===== src/rtl/core/rbsi_pkg.sv =====
`default_nettype none
package rbsi_pkg;
    localparam int DATA_W   = 32;
    localparam int DIFF_W   = 33;
    localparam int PROD_W   = 65;
    localparam int NUM_AXES = 3;

    typedef enum logic [2:0] {
        REG_MIN_X = 3'd0,
        REG_MIN_Y = 3'd1,
        REG_MIN_Z = 3'd2,
        REG_MAX_X = 3'd3,
        REG_MAX_Y = 3'd4,
        REG_MAX_Z = 3'd5
    } t_reg_idx;

    typedef struct packed {
        logic signed [DATA_W-1:0] near_t;
        logic signed [DATA_W-1:0] far_t;
    } t_slab;

    // saturate a magnitude with sign into signed 32-bit
    function automatic logic signed [DATA_W-1:0] sat_q(input logic [PROD_W-1:0] mag,
                                                       input logic neg);
        logic signed [DATA_W-1:0] res;
        if (neg) begin
            if (mag >= PROD_W'(64'h8000_0000)) begin
                res = {1'b1, {(DATA_W-1){1'b0}}};
            end else begin
                res = -$signed(mag[DATA_W-1:0]);
            end
        end else begin
            if (mag >= PROD_W'(64'h7FFF_FFFF)) begin
                res = {1'b0, {(DATA_W-1){1'b1}}};
            end else begin
                res = $signed(mag[DATA_W-1:0]);
            end
        end
        return res;
    endfunction
endpackage
`default_nettype wire


===== src/rtl/core/rbsi_merge.sv =====
`default_nettype none
module rbsi_merge (
    input  wire logic                               i_clk,
    input  wire logic                               i_rst_n,
    input  wire logic                               i_vld,
    input  wire rbsi_pkg::t_slab                    i_slab [rbsi_pkg::NUM_AXES],
    output logic                                    o_done,
    output logic                                    o_hit,
    output logic signed [rbsi_pkg::DATA_W-1:0]      o_t_enter,
    output logic signed [rbsi_pkg::DATA_W-1:0]      o_t_exit
);
    import rbsi_pkg::*;

    logic signed [DATA_W-1:0] n_enter;
    logic signed [DATA_W-1:0] n_exit;

    always_comb begin
        n_enter = i_slab[0].near_t;
        n_exit  = i_slab[0].far_t;
        for (int a = 1; a < NUM_AXES; a++) begin
            if (i_slab[a].near_t > n_enter) begin
                n_enter = i_slab[a].near_t;
            end
            if (i_slab[a].far_t < n_exit) begin
                n_exit = i_slab[a].far_t;
            end
        end
    end

    logic                     r_vld;
    logic signed [DATA_W-1:0] r_enter;
    logic signed [DATA_W-1:0] r_exit;

    always_ff @(posedge i_clk) begin
        if (!i_rst_n) begin
            r_vld <= 1'b0;
        end else begin
            r_vld <= i_vld;
        end
    end

    always_ff @(posedge i_clk) begin
        r_enter <= n_enter;
        r_exit  <= n_exit;
    end

    logic                     r_done;
    logic                     r_hit;
    logic signed [DATA_W-1:0] r_o_enter;
    logic signed [DATA_W-1:0] r_o_exit;

    always_ff @(posedge i_clk) begin
        if (!i_rst_n) begin
            r_done <= 1'b0;
        end else begin
            r_done <= r_vld;
        end
    end

    always_ff @(posedge i_clk) begin
        r_hit     <= !r_exit[DATA_W-1] && !(r_enter > r_exit);
        r_o_enter <= r_enter;
        r_o_exit  <= r_exit;
    end

    assign o_done    = r_done;
    assign o_hit     = r_hit;
    assign o_t_enter = r_o_enter;
    assign o_t_exit  = r_o_exit;
endmodule
`default_nettype wire


===== config.mk =====
export PLATFORM = sky130hd
export DESIGN_NAME = rbsi_merge
export DESIGN_NICKNAME = d
export VERILOG_FILES = /design/src/rtl/core/rbsi_pkg.sv /design/src/rtl/core/rbsi_merge.sv
export SDC_FILE = /design/constraint.sdc
export NUM_CORES = 1
export LEC_CHECK = 0
export ABC_AREA = 1
export BUFFER_PORTS_ARGS = -buffer_cell sky130_fd_sc_hd__buf_2
export CAP_MARGIN = 20
export CORE_MARGIN = 10
export CORE_UTILIZATION = 47
export DETAILED_ROUTE_END_ITERATION = 6
export PLACE_DENSITY = 0.78
export SYNTH_ARGS = -nofsm -noshare
export SYNTH_HDL_FRONTEND = slang
export SYNTH_SLANG_ARGS = --single-unit

===== constraint.sdc =====
create_clock -name i_clk -period 4.1 [get_ports i_clk]
set_clock_uncertainty 0.05 [all_clocks]
set_input_delay 0.615 -clock i_clk [delete_from_list [all_inputs] [get_ports i_clk]]
set_output_delay 0.615 -clock i_clk [all_outputs]
set_load 0.1 [all_outputs]

==> key figures <==
Synthesis
  – Largest cells by area after synthesis: dfxtp_1 (32%), ha_1 (24%), nand2_1 (10%), inv_1 (7.4%), o21ai_0 (6.0%)
  – Synth warn: 0
  – Gate Count Post-Synth: 1065
  – Async S/R FF share, synth: 0
  – Syn nets: approximately 1400
  – Post-synthesis sequential area ratio: 0.322
  – Number of distinct library cells after synthesis: 37
  – Synth area leader: dfxtp_1
  – Primary FF master, synth: dfxtp_1
  – Yosys top cell area share: 0.322
  – Post-synth EDFFs: 0
  – Post-Syn Area: 8150 sq um
  – Avg Cell Area, Syn: 7.65 sq um
  – Flops & latches, synth: 131

Floorplan
  – Die H: approximately 150 microns
  – Ports: 261
  – Die Wd: about 150 microns
  – Std-Cell Rows: 48
  – Initial core utilization: 0.476
  – Die area: 23000 sq um
  – Core Area: 17100 sq um

Power and ir drop
  – PwrDens: 650 nW/um^2
  – Leak: 6.78 nW
  – Max VDD drop: 0.000814 V
  – Total power: 8.27 mW

Detailed routing
  – DRC viols: 0
  – DR vias/cell: 5.28
  – Post-route ant nets: 0
  – Pre-antenna DRT Iters: 5
  – Post-Route WL: between 30 and 40 mm
  – Drt initial violations: 346
  – Vias: 9022
  – WL/cell: 17.8 microns

Global route
  – Vias in the first global route: 8948
  – Largest net degree at the start of global routing: 33
  – GR Overflow Total: 0
  – Antenna violations before repair: 0
  – Total GRT Usage: 0.217
  – Global-route wire length before repair: 40.5 mm

Timing
  – Final hold viol count: 0
  – RSZ-0062 raised after global routing: yes
  – Slew HR: 0.521
  – Worst slew pin tran: roughly 0.72 ns
  – FMAX: roughly 0.23 GHz
  – Final min period: between 4 and 5 ns
  – Final Max Tran Viols: 0
  – Final critical-path share of the clock period: 1.07
  – Final setup violating endpoints: 32
  – Worst hold slack: 0.297 ns
  – Setup WS post-layout: -0.288 ns

Worst setup path
  – CP dominant cell by count: nand2_1
  – Critical Path AT: between 4 and 5 ns
  – Crit path required time: about 4.3 ns
  – CP peak stage delay: ~0.37 ns
  – Crit path max fanout: 8
  – Slowest CP cell: nor4_2
  – Worst path bufs/invs: 6
  – Kind of critical path: input pin to register
  – Critical Path Sink Type: register
  – Top delay family on crit path: simple AND/OR/NAND/NOR gates
  – Startpoint types: input pin

Final layout
  – Share of cells above drive strength 1: 0.419
  – Leading cell types in the layout, fill and taps excluded: buf_2 (253), nand2_1 (174), inv_1 (149)
  – Ant. Diodes: 0
  – Layout net count: between 1500 and 2000
  – P&R area growth vs syn: 56.1%
  – Most common cell after layout, fill and taps aside: buf_2

Clock network
  – Clk buf depth: 2
  – CTS tree: done
  – Max H-tree Level: 4
  – Num CTS Buffers: 17
  – Clock Tree Root: clkbuf_16
  – Clk Latency, worst-skew pair: between 0.4 and 0.5 ns
  – Clock-pin slew on the worst setup and hold paths: 0.06 ns
  – Clk sink count: 131

Status
  – Status: finished with violations
  – Failing checks: negative setup slack

Placement
  – Port bufs: 260
  – Hpwl dp: ~20 mm
  – Routability Congestion: between 0.9 and 1

Flow run
  – Maxcap violations: 0

Hold path
  – Tightest Hold Check Type: register to register
layout make-up:
type / count / area, sq um
multi-input cells: 747 / 5780
inverters: 163 / 632
flip-flops and latches: 131 / 2620
repair buffers: 410 / 2800
well taps: 225 / 282
repair inverters: 1 / 11.3
clock inverters: 14 / 156
fillers: 1192 / 4400
clock buffers: 18 / 439
cells by family (layout without fill, tap and decap cells):
family | Yosys count | after routing | synth area share
and+or+nand+nor | 371 | 377 | 0.201
AOI/OAI and AO/OA | 211 | 211 | 0.137
buffers and inverters | 193 | 606 | 0.0963
adders and majority gates | 158 | 158 | 0.243
DFF | 131 | 131 | 0.322
xor gates and xnor gates | 1 | 1 | 0.00108
Yosys cell counts (all sizes together) (2+ instances only):
cell type and instances:
a21o 2, inv 162, nand3 85, nand4 13, dfxtp 131, nor3 7
ha 158, a211oi 8, o221ai 3, a21oi 76, nor4 7, buf 17
o211ai 3, or2 3, nand2 231, nor2 22, clkbuf 13, o21ai 113
o2111ai 2, nand3b 2
where the power goes:
part           internal, mW  switching, mW
sequential             1.76          0.255
clock                 0.917          0.577
combinational          1.40           3.36
registers in the layout (all words and copies together), names as in the netlist:
register / count
o_t_enter: 32
o_t_exit: 32
r_enter: 32
r_exit: 32
o_done: 1
o_hit: 1
r_vld: 1
per-layer routing:
layer  global-route usage  vias up  wire length [microns]
met3               0.0538       76                   2260
met4               0.0667        0                    871
met5                    0        -                      0
met2                0.383      360                  15000
met1                0.252     4186                  12300
li1                     -     4400                      -
worst register-to-register path, cell delays in order (launching register included):
cell       delay (ns)
dfxtp_1          0.34
inv_1            0.09
ha_1             0.31
nand3_1          0.11
o211ai_1         0.20
a21oi_1          0.09
nor2_1           0.12
nor2_1           0.06
o21ai_0          0.22
nand2_1          0.08
o2111ai_1        0.09
nand2_1          0.13
nand2_1          0.11
xnor2_1          0.11
a21oi_1          0.08
repair_timing:
| item | 4_1_cts | 5_1_grt |
|---|---|---|
| gates resized for setup | 104 | 187 |
| pin swaps | 15 | 30 |
| hold buffers | 0 | 0 |
| endpoints found under the setup margin | 32 | 64 |
| buffers inserted | 34 | 15 |
| gates cloned | 4 | 12 |
metrics by stage:
stage / setup slack (ns) / cells / instance area (sq um) / util / TNS (ns)
after floorplan: 0.00562 / 1065 / 8260 / - / 0
after detailed placement: -0.816 / 1615 / 10400 / 0.608 / -31.66
after CTS: -0.0700 / 1684 / 11600 / 0.680 / -1.27
after global placement: -0.691 / 1615 / 10400 / 0.608 / -28.22
after global routing: -0.491 / 1709 / 12700 / 0.743 / -17.42
final: -0.288 / 1709 / 12700 / 0.743 / -8.13
path summary, 6_finish.rpt:
| path | slack, ns | to | cells after the start | from |
|---|---|---|---|---|
| hold / removal | 0.30 | o_t_exit[13] | 0 | r_exit[13] |
| hold reg to reg | 0.30 | o_t_exit[13] | 0 | r_exit[13] |
| setup reg to reg | 1.78 | o_hit | 14 | r_exit[1] |
| setup / recovery | -0.29 | r_enter[11] | 31 | i_slab[99] |
(Power assumes the default switching activity.)
